## src/design/rhsd_pkg.sv

```systemverilog
// Package for the ramped H-bridge speed drive.
// Holds field widths, arithmetic constants, codes, FSM states and control structs.
// No dependencies.
package rhsd_pkg;

  localparam int unsigned OP_W     = 2;
  localparam int unsigned DIR_W    = 2;
  localparam int unsigned SPEED_W  = 8;
  localparam int unsigned RATIO_W  = 10;
  localparam int unsigned STEP_W   = 8;
  localparam int unsigned GAIN_W   = 10;
  localparam int unsigned SCALE_W  = 8;
  localparam int unsigned CMP_W    = 9;
  localparam int unsigned DAC_W    = 8;
  localparam int unsigned DISP_W   = 9;
  localparam int unsigned REG_IDX_W = 2;
  localparam int unsigned CFG_DATA_W = 10;
  localparam int unsigned MUL_W    = 18;
  localparam int unsigned PROD_W   = 2 * MUL_W;

  localparam logic [GAIN_W-1:0]  GAIN_RESET    = 10'd256;
  localparam logic [SCALE_W-1:0] DEFAULT_SCALE = 8'd15;
  localparam int                 DRIVE_LIMIT   = 80;
  localparam int unsigned        DISPLAY_MAX   = 511;
  localparam logic [17:0]        ROUND_FWD     = 18'd50;
  localparam logic [18:0]        ROUND_REV     = 19'd12800;
  // floor(x/100) = (x * RECIP_100) >> RECIP_100_SH for x < 2^16
  localparam logic [MUL_W-1:0]   RECIP_100     = 18'd83887;
  localparam int unsigned        RECIP_100_SH  = 23;
  // floor(x/3) = (x * RECIP_3) >> RECIP_3_SH for x < 512
  localparam logic [MUL_W-1:0]   RECIP_3       = 18'd171;
  localparam int unsigned        RECIP_3_SH    = 9;

  typedef enum logic [OP_W-1:0] {
    OP_GO    = 2'd0,
    OP_BRAKE = 2'd1,
    OP_STOP  = 2'd2,
    OP_HOLD  = 2'd3
  } op_t;

  typedef enum logic [REG_IDX_W-1:0] {
    REG_FWD_GAIN    = 2'd0,
    REG_REV_GAIN    = 2'd1,
    REG_SPEED_SCALE = 2'd2
  } reg_idx_t;

  typedef enum logic [2:0] {
    S_IDLE,
    S_RAMP,
    S_BRK_MUL,
    S_BRK_DIV,
    S_DISP,
    S_DIV,
    S_DRIVE,
    S_DONE
  } state_t;

  typedef enum logic [2:0] {
    MS_BRAKE,
    MS_RECIP3,
    MS_DISP,
    MS_RECIP100,
    MS_DRIVE
  } mul_sel_t;

  typedef struct packed {
    logic     in_ready;
    logic     ld_in;
    logic     upd_ramp;
    logic     ld_brake;
    logic     ld_disp;
    logic     ld_out;
    logic     mul_en;
    mul_sel_t mul_sel;
  } ctrl_t;

  typedef struct packed {
    logic in_valid;
    logic brake_pos;
    logic out_free;
  } status_t;

  typedef struct packed {
    logic [GAIN_W-1:0]  fwd_gain;
    logic [GAIN_W-1:0]  rev_gain;
    logic [SCALE_W-1:0] scale;
  } cfg_t;

endpackage

```

## src/design/rhsd_if.sv

```systemverilog
// Channel interfaces for the ramped H-bridge speed drive: input, result, config.
// Valid/ready handshake; depends on rhsd_pkg for widths.
interface rhsd_in_if;
  logic                                valid;
  logic                                ready;
  logic [rhsd_pkg::OP_W-1:0]           op;
  logic signed [rhsd_pkg::DIR_W-1:0]   direction;
  logic signed [rhsd_pkg::SPEED_W-1:0] target_speed;
  logic [rhsd_pkg::RATIO_W-1:0]        brake_ratio;
  logic [rhsd_pkg::STEP_W-1:0]         stop_step;
  modport source (output valid, op, direction, target_speed, brake_ratio, stop_step,
                  input ready);
  modport sink (input valid, op, direction, target_speed, brake_ratio, stop_step,
                output ready);
endinterface

interface rhsd_out_if;
  logic                              valid;
  logic                              ready;
  logic [rhsd_pkg::CMP_W-1:0]        fwd_compare;
  logic [rhsd_pkg::CMP_W-1:0]        rev_compare;
  logic signed [rhsd_pkg::DAC_W-1:0] dac_level;
  logic [rhsd_pkg::DISP_W-1:0]       display_speed;
  modport source (output valid, fwd_compare, rev_compare, dac_level, display_speed,
                  input ready);
  modport sink (input valid, fwd_compare, rev_compare, dac_level, display_speed,
                output ready);
endinterface

interface rhsd_cfg_if;
  logic                              valid;
  logic                              ready;
  logic [rhsd_pkg::REG_IDX_W-1:0]    reg_index;
  logic [rhsd_pkg::CFG_DATA_W-1:0]   data;
  modport source (output valid, reg_index, data, input ready);
  modport sink (input valid, reg_index, data, output ready);
endinterface

```

## src/design/rhsd_cfg.sv

```systemverilog
// Configuration registers: forward gain, reverse gain and display scale.
// Depends on rhsd_pkg and rhsd_cfg_if.
module rhsd_cfg (
  input  logic             clk,
  input  logic             rst_n,
  rhsd_cfg_if.sink         cfg_ch,
  output rhsd_pkg::cfg_t   cfg
);

  logic [rhsd_pkg::GAIN_W-1:0]  fwd_gain_r, fwd_gain_nxt;
  logic [rhsd_pkg::GAIN_W-1:0]  rev_gain_r, rev_gain_nxt;
  logic [rhsd_pkg::SCALE_W-1:0] scale_r, scale_nxt;

  assign cfg_ch.ready = 1'b1;

  always_comb begin
    fwd_gain_nxt = fwd_gain_r;
    rev_gain_nxt = rev_gain_r;
    scale_nxt    = scale_r;
    if (cfg_ch.valid) begin
      unique case (cfg_ch.reg_index)
        rhsd_pkg::REG_FWD_GAIN:    fwd_gain_nxt = cfg_ch.data;
        rhsd_pkg::REG_REV_GAIN:    rev_gain_nxt = cfg_ch.data;
        rhsd_pkg::REG_SPEED_SCALE: scale_nxt    = cfg_ch.data[rhsd_pkg::SCALE_W-1:0];
        default: ;
      endcase
    end
  end

  always_ff @(posedge clk) begin
    if (!rst_n) begin
      fwd_gain_r <= rhsd_pkg::GAIN_RESET;
      rev_gain_r <= rhsd_pkg::GAIN_RESET;
      scale_r    <= '0;
    end else begin
      fwd_gain_r <= fwd_gain_nxt;
      rev_gain_r <= rev_gain_nxt;
      scale_r    <= scale_nxt;
    end
  end

  assign cfg.fwd_gain = fwd_gain_r;
  assign cfg.rev_gain = rev_gain_r;
  assign cfg.scale    = (scale_r == '0) ? rhsd_pkg::DEFAULT_SCALE : scale_r;

endmodule

```

## src/design/rhsd_mul.sv

```systemverilog
// Shared signed multiplier with registered product and load enable.
// Depends on rhsd_pkg.
module rhsd_mul (
  input  logic                                 clk,
  input  logic                                 en,
  input  logic signed [rhsd_pkg::MUL_W-1:0]    a,
  input  logic signed [rhsd_pkg::MUL_W-1:0]    b,
  output logic signed [rhsd_pkg::PROD_W-1:0]   p_r
);

  logic signed [rhsd_pkg::PROD_W-1:0] p_nxt;

  assign p_nxt = en ? a * b : p_r;

  always_ff @(posedge clk) begin
    p_r <= p_nxt;
  end

endmodule

```

## src/design/rhsd_seq.sv

```systemverilog
// Sequencer for one transaction: ramp update, optional brake divide, display
// divide, drive scaling, result hand-off. Depends on rhsd_pkg.
module rhsd_seq (
  input  logic                clk,
  input  logic                rst_n,
  input  rhsd_pkg::status_t   st,
  output rhsd_pkg::ctrl_t     ctl,
  output rhsd_pkg::state_t    state
);

  rhsd_pkg::state_t state_r, state_nxt;

  always_comb begin
    state_nxt = state_r;
    unique case (state_r)
      rhsd_pkg::S_IDLE:    if (st.in_valid) state_nxt = rhsd_pkg::S_RAMP;
      rhsd_pkg::S_RAMP:    state_nxt = st.brake_pos ? rhsd_pkg::S_BRK_MUL : rhsd_pkg::S_DISP;
      rhsd_pkg::S_BRK_MUL: state_nxt = rhsd_pkg::S_BRK_DIV;
      rhsd_pkg::S_BRK_DIV: state_nxt = rhsd_pkg::S_DISP;
      rhsd_pkg::S_DISP:    state_nxt = rhsd_pkg::S_DIV;
      rhsd_pkg::S_DIV:     state_nxt = rhsd_pkg::S_DRIVE;
      rhsd_pkg::S_DRIVE:   state_nxt = rhsd_pkg::S_DONE;
      rhsd_pkg::S_DONE:    if (st.out_free) state_nxt = rhsd_pkg::S_IDLE;
      default:             state_nxt = rhsd_pkg::S_IDLE;
    endcase
  end

  always_comb begin
    ctl = '0;
    ctl.mul_sel = rhsd_pkg::MS_BRAKE;
    unique case (state_r)
      rhsd_pkg::S_IDLE: begin
        ctl.in_ready = 1'b1;
        ctl.ld_in    = st.in_valid;
      end
      rhsd_pkg::S_RAMP: begin
        ctl.upd_ramp = 1'b1;
        ctl.mul_en   = 1'b1;
        ctl.mul_sel  = rhsd_pkg::MS_BRAKE;
      end
      rhsd_pkg::S_BRK_MUL: begin
        ctl.mul_en  = 1'b1;
        ctl.mul_sel = rhsd_pkg::MS_RECIP3;
      end
      rhsd_pkg::S_BRK_DIV: begin
        ctl.ld_brake = 1'b1;
      end
      rhsd_pkg::S_DISP: begin
        ctl.mul_en  = 1'b1;
        ctl.mul_sel = rhsd_pkg::MS_DISP;
      end
      rhsd_pkg::S_DIV: begin
        ctl.mul_en  = 1'b1;
        ctl.mul_sel = rhsd_pkg::MS_RECIP100;
      end
      rhsd_pkg::S_DRIVE: begin
        ctl.ld_disp = 1'b1;
        ctl.mul_en  = 1'b1;
        ctl.mul_sel = rhsd_pkg::MS_DRIVE;
      end
      rhsd_pkg::S_DONE: begin
        ctl.ld_out = st.out_free;
      end
      default: ;
    endcase
  end

  always_ff @(posedge clk) begin
    if (!rst_n) begin
      state_r <= rhsd_pkg::S_IDLE;
    end else begin
      state_r <= state_nxt;
    end
  end

  assign state = state_r;

endmodule

```

## src/design/ramped_hbridge_speed_drive.sv

```systemverilog
// Ramped H-bridge speed drive, top level.
// A transaction runs through states RAMP, DISP, DIV, DRIVE and DONE to its result
// (BRK_MUL and BRK_DIV follow RAMP for a brake from a positive ramp), one sequencer
// step per use of the shared multiplier; DONE holds while an earlier result waits.
// The result register frees the sequencer while a result waits to be taken.
// Reset (synchronous, rst_n low): ramp 0, gains 256, scale 0, channels empty.
module ramped_hbridge_speed_drive (
  input  logic        clk,
  input  logic        rst_n,
  rhsd_in_if.sink     in_ch,
  rhsd_out_if.source  out_ch,
  rhsd_cfg_if.sink    cfg_ch
);

  localparam int unsigned MW = rhsd_pkg::MUL_W;

  rhsd_pkg::cfg_t    cfg;
  rhsd_pkg::ctrl_t   ctl;
  rhsd_pkg::status_t st;
  rhsd_pkg::state_t  state;

  logic signed [MW-1:0]                   mul_a, mul_b;
  logic signed [rhsd_pkg::PROD_W-1:0]     p_r;

  rhsd_pkg::op_t                          op_r;
  logic [rhsd_pkg::DIR_W-1:0]             dir_r;
  logic signed [rhsd_pkg::SPEED_W-1:0]    target_r;
  logic [rhsd_pkg::RATIO_W-1:0]           ratio_r;
  logic [rhsd_pkg::STEP_W-1:0]            step_r;

  logic signed [7:0] ramp_r, ramp_nxt;
  logic signed [8:0] spd_r, spd_nxt;
  logic [8:0]        disp_r, disp_nxt;

  logic              out_valid_r, out_valid_nxt;
  logic [8:0]        fwd_r, rev_r, disp_out_r;
  logic signed [7:0] dac_r;

  logic              dir_pos, dir_neg, dir_zero;
  logic signed [9:0] stop_diff;
  logic signed [7:0] ramp_upd;
  logic signed [8:0] spd_upd;
  logic signed [7:0] clamp_c;
  logic [7:0]        brake_q;
  logic signed [17:0] fsum;
  logic [16:0]       fabs;
  logic [18:0]       rsum;
  logic [16:0]       div_num;
  logic [11:0]       disp_q;
  logic signed [17:0] drv_p;
  logic [16:0]       drv_abs;
  logic [8:0]        drv_mag;
  logic              d_pos, d_neg;
  logic [rhsd_pkg::GAIN_W-1:0] gain_sel;

  rhsd_cfg u_cfg (
    .clk    (clk),
    .rst_n  (rst_n),
    .cfg_ch (cfg_ch),
    .cfg    (cfg)
  );

  rhsd_seq u_seq (
    .clk   (clk),
    .rst_n (rst_n),
    .st    (st),
    .ctl   (ctl),
    .state (state)
  );

  rhsd_mul u_mul (
    .clk (clk),
    .en  (ctl.mul_en),
    .a   (mul_a),
    .b   (mul_b),
    .p_r (p_r)
  );

  assign in_ch.ready  = ctl.in_ready;
  assign st.in_valid  = in_ch.valid;
  assign st.brake_pos = (op_r == rhsd_pkg::OP_BRAKE) && (ramp_r > 8'sd0);
  assign st.out_free  = !out_valid_r || out_ch.ready;

  assign dir_pos  = (dir_r == 2'b01);
  assign dir_zero = (dir_r == 2'b00);
  assign dir_neg  = dir_r[1];

  // transaction capture
  always_ff @(posedge clk) begin
    if (ctl.ld_in) begin
      op_r     <= rhsd_pkg::op_t'(in_ch.op);
      dir_r    <= in_ch.direction;
      target_r <= in_ch.target_speed;
      ratio_r  <= in_ch.brake_ratio;
      step_r   <= in_ch.stop_step;
    end
  end

  // ramp update
  assign stop_diff = {{2{ramp_r[7]}}, ramp_r} - {2'b00, step_r};

  always_comb begin
    ramp_upd = ramp_r;
    spd_upd  = {ramp_r[7], ramp_r};
    unique case (op_r)
      rhsd_pkg::OP_GO: begin
        if (target_r > ramp_r) begin
          ramp_upd = ramp_r + 8'sd1;
        end else if (target_r < ramp_r) begin
          ramp_upd = ramp_r - 8'sd1;
        end
        if (dir_zero) begin
          ramp_upd = '0;
        end
        spd_upd = {ramp_upd[7], ramp_upd};
      end
      rhsd_pkg::OP_BRAKE: begin
        if (ramp_r > 8'sd0) begin
          ramp_upd = ramp_r - 8'sd1;
          spd_upd  = spd_r;
        end else begin
          ramp_upd = '0;
          spd_upd  = '0;
        end
      end
      rhsd_pkg::OP_STOP: begin
        ramp_upd = stop_diff[9] ? 8'sd0 : stop_diff[7:0];
        spd_upd  = {ramp_upd[7], ramp_upd};
      end
      rhsd_pkg::OP_HOLD: begin
        ramp_upd = ramp_r;
        spd_upd  = {ramp_r[7], ramp_r};
      end
      default: ;
    endcase
  end

  assign brake_q = p_r[rhsd_pkg::RECIP_3_SH +: 8];

  always_comb begin
    ramp_nxt = ramp_r;
    spd_nxt  = spd_r;
    if (ctl.upd_ramp) begin
      ramp_nxt = ramp_upd;
      spd_nxt  = spd_upd;
    end else if (ctl.ld_brake) begin
      spd_nxt = 9'sd0 - $signed({1'b0, brake_q});
    end
  end

  always_ff @(posedge clk) begin
    if (!rst_n) begin
      ramp_r <= '0;
    end else begin
      ramp_r <= ramp_nxt;
    end
  end

  always_ff @(posedge clk) begin
    spd_r  <= spd_nxt;
    disp_r <= disp_nxt;
  end

  // clamp to drive limit
  always_comb begin
    if (spd_r > 9'(rhsd_pkg::DRIVE_LIMIT)) begin
      clamp_c = 8'(rhsd_pkg::DRIVE_LIMIT);
    end else if (spd_r < -9'(rhsd_pkg::DRIVE_LIMIT)) begin
      clamp_c = -8'(rhsd_pkg::DRIVE_LIMIT);
    end else begin
      clamp_c = spd_r[7:0];
    end
  end

  // display numerator
  assign fsum    = p_r[17:0] + $signed(rhsd_pkg::ROUND_FWD);
  assign fabs    = fsum[17] ? 17'(-fsum) : fsum[16:0];
  assign rsum    = p_r[18:0] + rhsd_pkg::ROUND_REV;
  assign div_num = dir_pos ? fabs : {6'b0, rsum[18:8]};

  assign disp_q   = p_r[rhsd_pkg::RECIP_100_SH +: 12];
  assign disp_nxt = ctl.ld_disp
                    ? ((disp_q > 12'(rhsd_pkg::DISPLAY_MAX)) ? 9'(rhsd_pkg::DISPLAY_MAX)
                                                             : disp_q[8:0])
                    : disp_r;

  assign gain_sel = dir_pos ? cfg.fwd_gain : cfg.rev_gain;

  // shared multiplier operands
  always_comb begin
    mul_a = '0;
    mul_b = '0;
    unique case (ctl.mul_sel)
      rhsd_pkg::MS_BRAKE: begin
        mul_a = {{(MW-8){ramp_r[7]}}, ramp_r};
        mul_b = {{(MW-rhsd_pkg::RATIO_W){1'b0}}, ratio_r};
      end
      rhsd_pkg::MS_RECIP3: begin
        mul_a = {8'b0, p_r[17:8]};
        mul_b = rhsd_pkg::RECIP_3;
      end
      rhsd_pkg::MS_DISP: begin
        mul_a = {{(MW-rhsd_pkg::SCALE_W){1'b0}}, cfg.scale};
        mul_b = dir_pos ? {{(MW-9){spd_r[8]}}, spd_r}
                        : {{(MW-rhsd_pkg::GAIN_W){1'b0}}, cfg.rev_gain};
      end
      rhsd_pkg::MS_RECIP100: begin
        mul_a = {1'b0, div_num};
        mul_b = rhsd_pkg::RECIP_100;
      end
      rhsd_pkg::MS_DRIVE: begin
        mul_a = {{(MW-8){clamp_c[7]}}, clamp_c};
        mul_b = {{(MW-rhsd_pkg::GAIN_W){1'b0}}, gain_sel};
      end
      default: ;
    endcase
  end

  // drive split
  assign drv_p   = p_r[17:0];
  assign drv_abs = drv_p[17] ? 17'(-drv_p) : drv_p[16:0];
  assign drv_mag = drv_abs[16:8];
  assign d_pos   = (dir_pos && clamp_c > 8'sd0) || (dir_neg && clamp_c < 8'sd0);
  assign d_neg   = (dir_pos && clamp_c < 8'sd0) || (dir_neg && clamp_c > 8'sd0);

  // result register
  always_comb begin
    out_valid_nxt = out_valid_r;
    if (ctl.ld_out) begin
      out_valid_nxt = 1'b1;
    end else if (out_ch.ready) begin
      out_valid_nxt = 1'b0;
    end
  end

  always_ff @(posedge clk) begin
    if (!rst_n) begin
      out_valid_r <= 1'b0;
    end else begin
      out_valid_r <= out_valid_nxt;
    end
  end

  always_ff @(posedge clk) begin
    if (ctl.ld_out) begin
      fwd_r      <= d_pos ? drv_mag : 9'd0;
      rev_r      <= d_neg ? drv_mag : 9'd0;
      dac_r      <= clamp_c;
      disp_out_r <= disp_r;
    end
  end

  assign out_ch.valid         = out_valid_r;
  assign out_ch.fwd_compare   = fwd_r;
  assign out_ch.rev_compare   = rev_r;
  assign out_ch.dac_level     = dac_r;
  assign out_ch.display_speed = disp_out_r;

  a_busy_after_accept: assert property (@(posedge clk) disable iff (!rst_n)
    (in_ch.valid && in_ch.ready) |=> !in_ch.ready)
    else $error("input accepted while a transaction is in progress");

  a_dac_in_range: assert property (@(posedge clk) disable iff (!rst_n)
    out_ch.valid |-> (out_ch.dac_level <= 8'sd80 && out_ch.dac_level >= -8'sd80))
    else $error("dac level outside drive limit");

  a_one_side_driven: assert property (@(posedge clk) disable iff (!rst_n)
    out_ch.valid |-> (out_ch.fwd_compare == '0 || out_ch.rev_compare == '0))
    else $error("forward and reverse compare both active");

  a_product_held: assert property (@(posedge clk) disable iff (!rst_n)
    (state == rhsd_pkg::S_DONE && $past(state == rhsd_pkg::S_DONE)) |-> $stable(p_r))
    else $error("shared product changed while waiting to deliver");

endmodule

```

## src/flat_wrapper.sv

```systemverilog
// flat-port wrapper written by rule: the top's interface ports become plain ports
module ramped_hbridge_speed_drive_flat 
  (clk, rst_n, in_ch_valid, in_ch_op, in_ch_direction, in_ch_target_speed, in_ch_brake_ratio, in_ch_stop_step, in_ch_ready, out_ch_valid, out_ch_fwd_compare, out_ch_rev_compare, out_ch_dac_level, out_ch_display_speed, out_ch_ready, cfg_ch_valid, cfg_ch_reg_index, cfg_ch_data, cfg_ch_ready);
  rhsd_in_if in_ch_i ();
  rhsd_out_if out_ch_i ();
  rhsd_cfg_if cfg_ch_i ();
  input  logic clk;
  input  logic rst_n;
  input wire logic [$bits(in_ch_i.valid)-1:0] in_ch_valid;
  input wire logic [$bits(in_ch_i.op)-1:0] in_ch_op;
  input wire logic [$bits(in_ch_i.direction)-1:0] in_ch_direction;
  input wire logic [$bits(in_ch_i.target_speed)-1:0] in_ch_target_speed;
  input wire logic [$bits(in_ch_i.brake_ratio)-1:0] in_ch_brake_ratio;
  input wire logic [$bits(in_ch_i.stop_step)-1:0] in_ch_stop_step;
  output wire logic [$bits(in_ch_i.ready)-1:0] in_ch_ready;
  output wire logic [$bits(out_ch_i.valid)-1:0] out_ch_valid;
  output wire logic [$bits(out_ch_i.fwd_compare)-1:0] out_ch_fwd_compare;
  output wire logic [$bits(out_ch_i.rev_compare)-1:0] out_ch_rev_compare;
  output wire logic [$bits(out_ch_i.dac_level)-1:0] out_ch_dac_level;
  output wire logic [$bits(out_ch_i.display_speed)-1:0] out_ch_display_speed;
  input wire logic [$bits(out_ch_i.ready)-1:0] out_ch_ready;
  input wire logic [$bits(cfg_ch_i.valid)-1:0] cfg_ch_valid;
  input wire logic [$bits(cfg_ch_i.reg_index)-1:0] cfg_ch_reg_index;
  input wire logic [$bits(cfg_ch_i.data)-1:0] cfg_ch_data;
  output wire logic [$bits(cfg_ch_i.ready)-1:0] cfg_ch_ready;
  assign in_ch_i.valid = in_ch_valid;
  assign in_ch_i.op = in_ch_op;
  assign in_ch_i.direction = in_ch_direction;
  assign in_ch_i.target_speed = in_ch_target_speed;
  assign in_ch_i.brake_ratio = in_ch_brake_ratio;
  assign in_ch_i.stop_step = in_ch_stop_step;
  assign in_ch_ready = in_ch_i.ready;
  assign out_ch_valid = out_ch_i.valid;
  assign out_ch_fwd_compare = out_ch_i.fwd_compare;
  assign out_ch_rev_compare = out_ch_i.rev_compare;
  assign out_ch_dac_level = out_ch_i.dac_level;
  assign out_ch_display_speed = out_ch_i.display_speed;
  assign out_ch_i.ready = out_ch_ready;
  assign cfg_ch_i.valid = cfg_ch_valid;
  assign cfg_ch_i.reg_index = cfg_ch_reg_index;
  assign cfg_ch_i.data = cfg_ch_data;
  assign cfg_ch_ready = cfg_ch_i.ready;
  ramped_hbridge_speed_drive u_core (.clk(clk), .rst_n(rst_n), .in_ch(in_ch_i), .out_ch(out_ch_i), .cfg_ch(cfg_ch_i));
endmodule
```

## config.mk

```make
export PLATFORM = sky130hd
export DESIGN_NAME = ramped_hbridge_speed_drive_flat
export DESIGN_NICKNAME = d
export VERILOG_FILES = /design/src/design/rhsd_pkg.sv /design/src/design/rhsd_if.sv /design/src/design/rhsd_cfg.sv /design/src/design/rhsd_mul.sv /design/src/design/rhsd_seq.sv /design/src/design/ramped_hbridge_speed_drive.sv /design/src/flat_wrapper.sv
export SDC_FILE = /design/constraint.sdc
export NUM_CORES = 1
export LEC_CHECK = 0
export BUFFER_PORTS_ARGS = -buffer_cell sky130_fd_sc_hd__buf_2
export CELL_PAD_IN_SITES_DETAIL_PLACEMENT = 1
export CELL_PAD_IN_SITES_GLOBAL_PLACEMENT = 1
export CORE_ASPECT_RATIO = 1.1
export CORE_MARGIN = 2
export CORE_UTILIZATION = 30
export DETAILED_ROUTE_END_ITERATION = 6
export PLACE_DENSITY = 0.53
export REMOVE_ABC_BUFFERS = 1
export SLEW_MARGIN = 10
export SYNTH_ARGS = -nofsm -noshare
export SYNTH_HDL_FRONTEND = slang
export SYNTH_SLANG_ARGS = --single-unit
```

## constraint.sdc

```tcl
create_clock -name clk -period 9.7 [get_ports clk]
set_clock_uncertainty 0.05 [all_clocks]
set_input_delay 0.485 -clock clk [delete_from_list [all_inputs] [get_ports clk]]
set_output_delay 0.485 -clock clk [all_outputs]
set_load 0.01 [all_outputs]
```

==> results of run 1 <==
-- cell families (layout without fill, tap and decap cells) --
kind of cell             count (synthesis)  count (layout)
AND/OR/NAND/NOR                        575             575
buffers and inverters                  498             589
adder cells (fa/ha/maj)                442             442
AO/OA/AOI/OAI                          278             278
flip-flops                             154             154
XOR/XNOR                               102             102
multiplexers                            33              33
other                                    2              50
-- synthesized netlist by cell type (all sizes together) (15+ instances only) --
library cell | count | area (sq um)
ha | 122 | 1530
nand2 | 177 | 664
a21oi | 75 | 383
nand3 | 30 | 155
inv | 423 | 1590
nor3 | 17 | 85.1
buf | 25 | 129
xor2 | 27 | 236
o21ai | 57 | 289
edfxtp | 114 | 3420
nand2b | 39 | 244
dfxtp | 40 | 801
nor2b | 30 | 188
nor2 | 185 | 702
xnor2 | 75 | 657
mux2i | 33 | 334
fa | 320 | 6410
a22oi | 15 | 113
and2 | 24 | 153
clkbuf | 49 | 184
-- repair_timing --
action,CTS,global route
setup buffers,0,0
hold buffers,0,0
resized for setup,0,2
setup endpoints to repair,0,5
-- layout make-up --
type	count	area, sq um
repair buffers	133	803
flip-flops and latches	154	4220
multi-input cells	1480	14000
fillers	7587	43000
clock inverters	10	82.6
well taps	850	1060
clock buffers	22	485
inverters	424	1590
-- routing by layer --
| metal | vias to the layer above | track usage | routed length [um] |
|---|---|---|---|
| li1 | 6828 | - | - |
| met1 | 7665 | 0.250 | 28000 |
| met2 | 211 | 0.342 | 31700 |
| met3 | 57 | 0.0235 | 1810 |
| met4 | 0 | 0.0509 | 1350 |
| met5 | - | 0 | 0 |
-- worst paths after layout --
kind              cells past startpoint                        endpoint  slack (ns)                 from
hold / removal                        1                u_core.step_r[7]        0.13   in_ch_stop_step[7]
hold reg to reg                       0  u_core.out_ch.display_speed[4]        0.37     u_core.disp_r[4]
setup / recovery                     27            u_core.u_mul.p_r[33]        0.45  u_core.u_mul.p_r[1]
setup reg to reg                     27            u_core.u_mul.p_r[33]        0.45  u_core.u_mul.p_r[1]
-- power groups by stage --
stage               Sequential [mW]  Combinational [mW]  Clock (mW)
floorplan                      1.00                1.96           0
global placement               1.02                2.78           0
detailed placement             1.03                2.80           0
CTS                            1.01                2.86       0.683
global route                   1.02                3.21       0.706
finish                         1.01                2.78       0.660
-- placed cells by master, fill, tap and decap left out, types with 27 or more instances in the layout --
master	count
mux2i_1	32
a21oi_1	73
nor2_1	183
nand2_1	177
nand2b_1	39
o21ai_0	54
xor2_1	27
xnor2_1	75
buf_4	49
fa_1	320
nor2b_1	29
nand3_1	29
buf_2	83
conb_1	50
ha_1	122
inv_1	421
edfxtp_1	114
dfxtp_1	40
-- flip-flops by register name (all words and copies together), names as in the netlist --
signal,count
u_core.u_cfg.scale_r,8
u_core.dir_r,2
u_core.out_ch.valid,1
u_core.step_r,8
u_core.out_ch.display_speed,9
u_core.out_ch.fwd_compare,9
u_core.target_r,8
u_core.ratio_r,10
u_core.u_seq.state,3
u_core.u_cfg.fwd_gain_r,10
u_core.u_mul.p_r,31
u_core.u_cfg.rev_gain_r,10
u_core.ramp_r,8
u_core.out_ch.rev_compare,9
u_core.out_ch.dac_level,8
u_core.op_r,2
u_core.disp_r,9
u_core.spd_r,9
-- critical path, cell delays in order, from the launching register on --
cell and delay [ns]:
edfxtp_1 0.52, ha_1 0.35, a211oi_4 0.49, nor3b_1 0.13, xnor2_1 0.34, nand4_1 0.21
or3_1 0.34, a31oi_1 0.37, mux2i_4 0.54, nand2_1 0.15, fa_1 0.56, inv_1 0.07
fa_1 0.52, fa_1 0.52, inv_1 0.05, fa_1 0.48, fa_1 0.56, inv_1 0.06
fa_1 0.54, inv_1 0.05, ha_1 0.31, and3_1 0.21, nand3_1 0.14, a211oi_1 0.57
a211oi_1 0.14, a21oi_1 0.24, o22ai_1 0.19, o311ai_0 0.31
-- through the flow --
stage | cells | worst slack [ns] | hold slack, ns | power, mW | cell area, sq um
2_1_floorplan | 2058 | 1.12 | 0.350 | 2.96 | 19700
3_3_place_gp | 3040 | 0.197 | 0.362 | 3.80 | 21600
3_5_place_dp | 3040 | 0.108 | 0.356 | 3.83 | 21600
4_1_cts | 3072 | 0.0430 | 0.0892 | 4.55 | 22200
5_1_grt | 3073 | 0.0208 | 0.0974 | 4.94 | 22200
6_report | 3073 | 0.453 | 0.130 | 4.46 | 22200
==> results.md, run 1 <==
- Finished Core Util: 0.340
- Wirelength, routed: 62800 um
- First-pass GRT wire length: 100000 um
- Compound-gate portion of the synthesized area: 0.0951
- Clk sinks: 154
- Worst slew pin tran: 1.12 ns
- Sequential share of the synthesized area: 0.213
- Register share of total power: 0.228
- Psw: 2.11 mW
- Fin crit share: 0.953
- Placement Rows: 98
- Root Driver: clkbuf_16
- Worst path arrival time: 9.46 ns
- Crit end category: register
- Leakage: 10.3 nW
- Multiplexer share of the synthesized area: 0.0168
- Peak supply drop: 0.181 mV
- Clock share of power: 0.148
- Maximum buffer depth of the clock tree: 2
- Vias in the first global route: 16800
- Buffers added on ports: 83
- Remaining Overflow, GRT: 0
- DR vias/cell: 4.80
- WL/cell: 20.4 um
- Dpl hpwl: 52500 um
- Synth async-reset ratio: 0
- Minimum clock period: 9.25 ns
- Max frequency: 108 MHz
- Antenna violations before repair: 1
- Die extent in y: 274 um
- CP startpoint kind: register
- Tot GR Track Use: 0.193
- Syn_area_per_cell: 9.54 sq um
- Setup TNS Final: 0 ns
- Max-slew headroom: 0.249
- Die width: 249 um
- Kind of critical path: register to register
- Starting Density: 0.305
- Worst EP required: 9.92 ns
- Library cells used by synthesis: 85
- Sw Share: 0.474
- Largest family of logic cells by synthesized area: adder cells
- TritonRoute pass-1 iters: 7
- # IOs: 85
- Synth warn: 0
- Ant diodes: 0
- Synth Flop Type: edfxtp_1
- Core ar.: 65200 sq um
- HP Class: input port to register
- Adder-cell share of the synthesized area: 0.399
- Nets: 2699
- Xor/xnor share of the synthesized area: 0.0450
- Worst skew pair latency: 0.48 ns
- DRC violation count after routing: 5
- Total CTS buffers: 17
- Seq cells post-synth: 154
- Failing checks: design-rule violations
- Max-cap violations: 0
- Gpl congestion: 0.872
- Final setup viols: 0
- Final hold violation count: 0
- H-tree depth: 4
- Post-synthesis cell area: 19900 sq um
- Die ar.: 68300 sq um
- Worst Path Max Fanout: 9
- Synth Area in Simple Gates: 0.135
- Post-DRT Antenna Nets: 0
- Post-synth EDFFs: 114
- Synth Instances: 2084
- Register clock-pin slew on the reported worst setup and hold paths: 0.07 ns
- RSZ-0062 raised after global routing: no
- Layout cells sized above 1: 0.0922
- Largest net degree at the start of global routing: 37
- Pins Over Slew Limit: 0
- Comb pwr share: 0.625
- Power Density: 201 nW/um^2
- DRT iter0 DRCs: 569
- Area growth syn-to-layout: 11.8%
- Vias after detailed routing: 14800
- Run status: finished, violations left
- CTS tree: built
- Int Pwr: 2.35 mW
Power figures use the tool's default switching activity.
==> run 2: changes to the inputs <==
HOLD_SLACK_MARGIN = 0.15   (was default)
REMOVE_ABC_BUFFERS = default   (was 1)
==> run 2 against run 1 <==
The flow now finishes without violations. Routed wire length up 0.23%. Final cell count up 0.98%. Largest cell class unchanged. Fmax up 0.68%. First-iteration DRC count up 6.0%. Count of clock-buffer cells in the layout down 5. Worst setup slack better by 0.063 ns. Non-clock buffer count up 30. Total power up 0.49%. Core utilization up 0.44 points. Critical endpoint is now u_core.u_mul.p_r[34]. Die area unchanged. Sequential share of layout area down 0.24 points.
==> results.md, run 2 (synthesis gave the netlist of run 1 again) <==
- Die width: 249 um
- DRC violation count after routing: 0
- CTS tree: built
- Crit. path cell count: 28
- Most common cell after layout, fill and taps aside: inv_1
- Layout cells sized above 1: 0.0923
- DR vias/cell: 4.80
- Worst path arrival time: 9.36 ns
- # IOs: 85
- Tot GR Track Use: 0.195
- Crit path max-delay family: adder cells
- Non-filler cells, final: 3103
- Crit end category: register
- Vias after detailed routing: 14900
- HP Class: input port to register
- Leakage: 10.4 nW
- Buffers added on ports: 83
- Max-slew headroom: 0.259
- Hold Crit Start: in_ch_brake_ratio[7]
- Max-cap violations: 0
- Post-DRT Antenna Nets: 0
- Total CTS buffers: 17
- Die extent in y: 274 um
- Final setup viols: 0
- Crit path buf inv count: 6
- Worst skew pair latency: 0.49 ns
- Maximum buffer depth of the clock tree: 2
- Worst setup path startpoint: u_core.u_mul.p_r[1]
- Core ar.: 65200 sq um
- Worst Path Max Fanout: 10
- Inst Count DP: 3040
- Fin area: 22500 sq um
- Reg2reg end: u_core.u_mul.p_r[34]
- Worst r2r src: u_core.u_mul.p_r[1]
- TritonRoute pass-1 iters: 4
- Hold depth: 1
- Pins Over Slew Limit: 0
- Run status: complete, no violations
- DRT iter0 DRCs: 603
- Max frequency: 109 MHz
- Peak supply drop: 0.168 mV
- Gpl congestion: 0.876
- Largest net degree at the start of global routing: 37
- Minimum clock period: 9.18 ns
- Kind of critical path: register to register
- Int Pwr: 2.34 mW
- Slowest stage delay, CP: 0.54 ns
- Power Density: 199 nW/um^2
- RSZ-0062 raised after global routing: no
- R2r setup slk: 0.52 ns
- Dpl cell area: 21600 sq um
- Antenna violations before repair: 0
- Dpl hpwl: 52800 um
- Clock share of power: 0.143
- Most frequent cells in the layout: inv_1, fa_1, nor2_1
- H-tree depth: 4
- Worst slew pin tran: 1.10 ns
- Final hold violation count: 0
- Register clock-pin slew on the reported worst setup and hold paths: 0.07 ns
- Die ar.: 68300 sq um
- CP startpoint kind: register
- Vias in the first global route: 16900
- Sw Share: 0.478
- Crit-path slowest cell: fa_1
- Starting Density: 0.305
- Placement Rows: 98
- First-pass GRT wire length: 101000 um
- Psw: 2.14 mW
- Area growth syn-to-layout: 13.2%
- Comb pwr share: 0.633
- Finished Core Util: 0.345
- Worst Hold End: u_core.ratio_r[7]
- Worst R2R Path Depth: 28
- Top reg by flops: u_core.u_mul.p_r
- Setup TNS Final: 0 ns
- WL/cell: 20.3 um
- Fin crit share: 0.947
- CP dominant cell by count: fa_1
- Wirelength, routed: 63000 um
- Worst EP required: 9.87 ns
- Clk sinks: 154
- Nets: 2729
- Root Driver: clkbuf_16
- Register share of total power: 0.224
- Max reg flops: 31
- Remaining Overflow, GRT: 0
- Ant diodes: 0
run 2: cell count changes in the layout (fill, tap and decap cells not counted), moves of 2 or more:
cell | before | now
inv_8 | 0 | 2
buf_4 | 49 | 53
clkinv_1 | 1 | 4
dlygate4sd3_1 | 0 | 27
clkbuf_8 | 2 | 0
clkbuf_1 | 2 | 0
inv_6 | 4 | 6
clkinv_4 | 4 | 1
run 2: metrics by stage:
| stage | worst slack, ns | power, mW | hold slack, ns |
|---|---|---|---|
| after floorplan | 1.47 | 2.99 | 0.350 |
| after global placement | 0.307 | 3.81 | 0.361 |
| after detailed placement | 0.0712 | 3.85 | 0.355 |
| after CTS | 0.00413 | 4.55 | 0.151 |
| after global routing | 0.0743 | 4.95 | 0.154 |
| final | 0.515 | 4.48 | 0.168 |
run 2: how the worst max path moves through the flow:
| stage | endpoint | slack [ns] |
|---|---|---|
| after detailed placement | u_core.u_mul.p_r[34] | 0.07 |
| after global routing | u_core.u_mul.p_r[33] | 0.07 |
| final | u_core.u_mul.p_r[34] | 0.52 |
| after global placement | u_core.u_mul.p_r[34] | 0.31 |
| after CTS | u_core.u_mul.p_r[34] | 0.004 |
| after floorplan | u_core.u_mul.p_r[34] | 1.47 |
run 2: layer usage:
layer	GRT usage	part of all wire	vias up
met5	0	0	-
met4	0.0591	0.025	0
met3	0.0222	0.025	67
met2	0.343	0.50	236
met1	0.251	0.45	7703
li1	-	-	6887
run 2: what timing repair did:
action,4_1_cts,5_1_grt
hold buffers,27,0
endpoints found under the hold margin,27,0
endpoints found under the setup margin,0,7
buffers inserted,0,4
gates resized for setup,0,7
run 2: area by class of cell:
| cell class | count | area [sq um] |
|---|---|---|
| clock inverter | 15 | 115 |
| sequential | 154 | 4220 |
| fill | 7500 | 42700 |
| tap | 850 | 1060 |
| inverter | 424 | 1590 |
| clock buffer | 17 | 425 |
| multi-input combinational | 1480 | 14000 |
| timing repair buffer | 163 | 1080 |
run 2: power by group through the flow:
stage                     registers (mW)  logic [mW]  clock network, mW
after floorplan                    0.938        2.05                  0
after global placement              1.01        2.79                  0
after detailed placement            1.02        2.83                  0
after CTS                           1.00        2.88              0.663
after global routing                1.02        3.25              0.684
final                               1.00        2.84              0.639
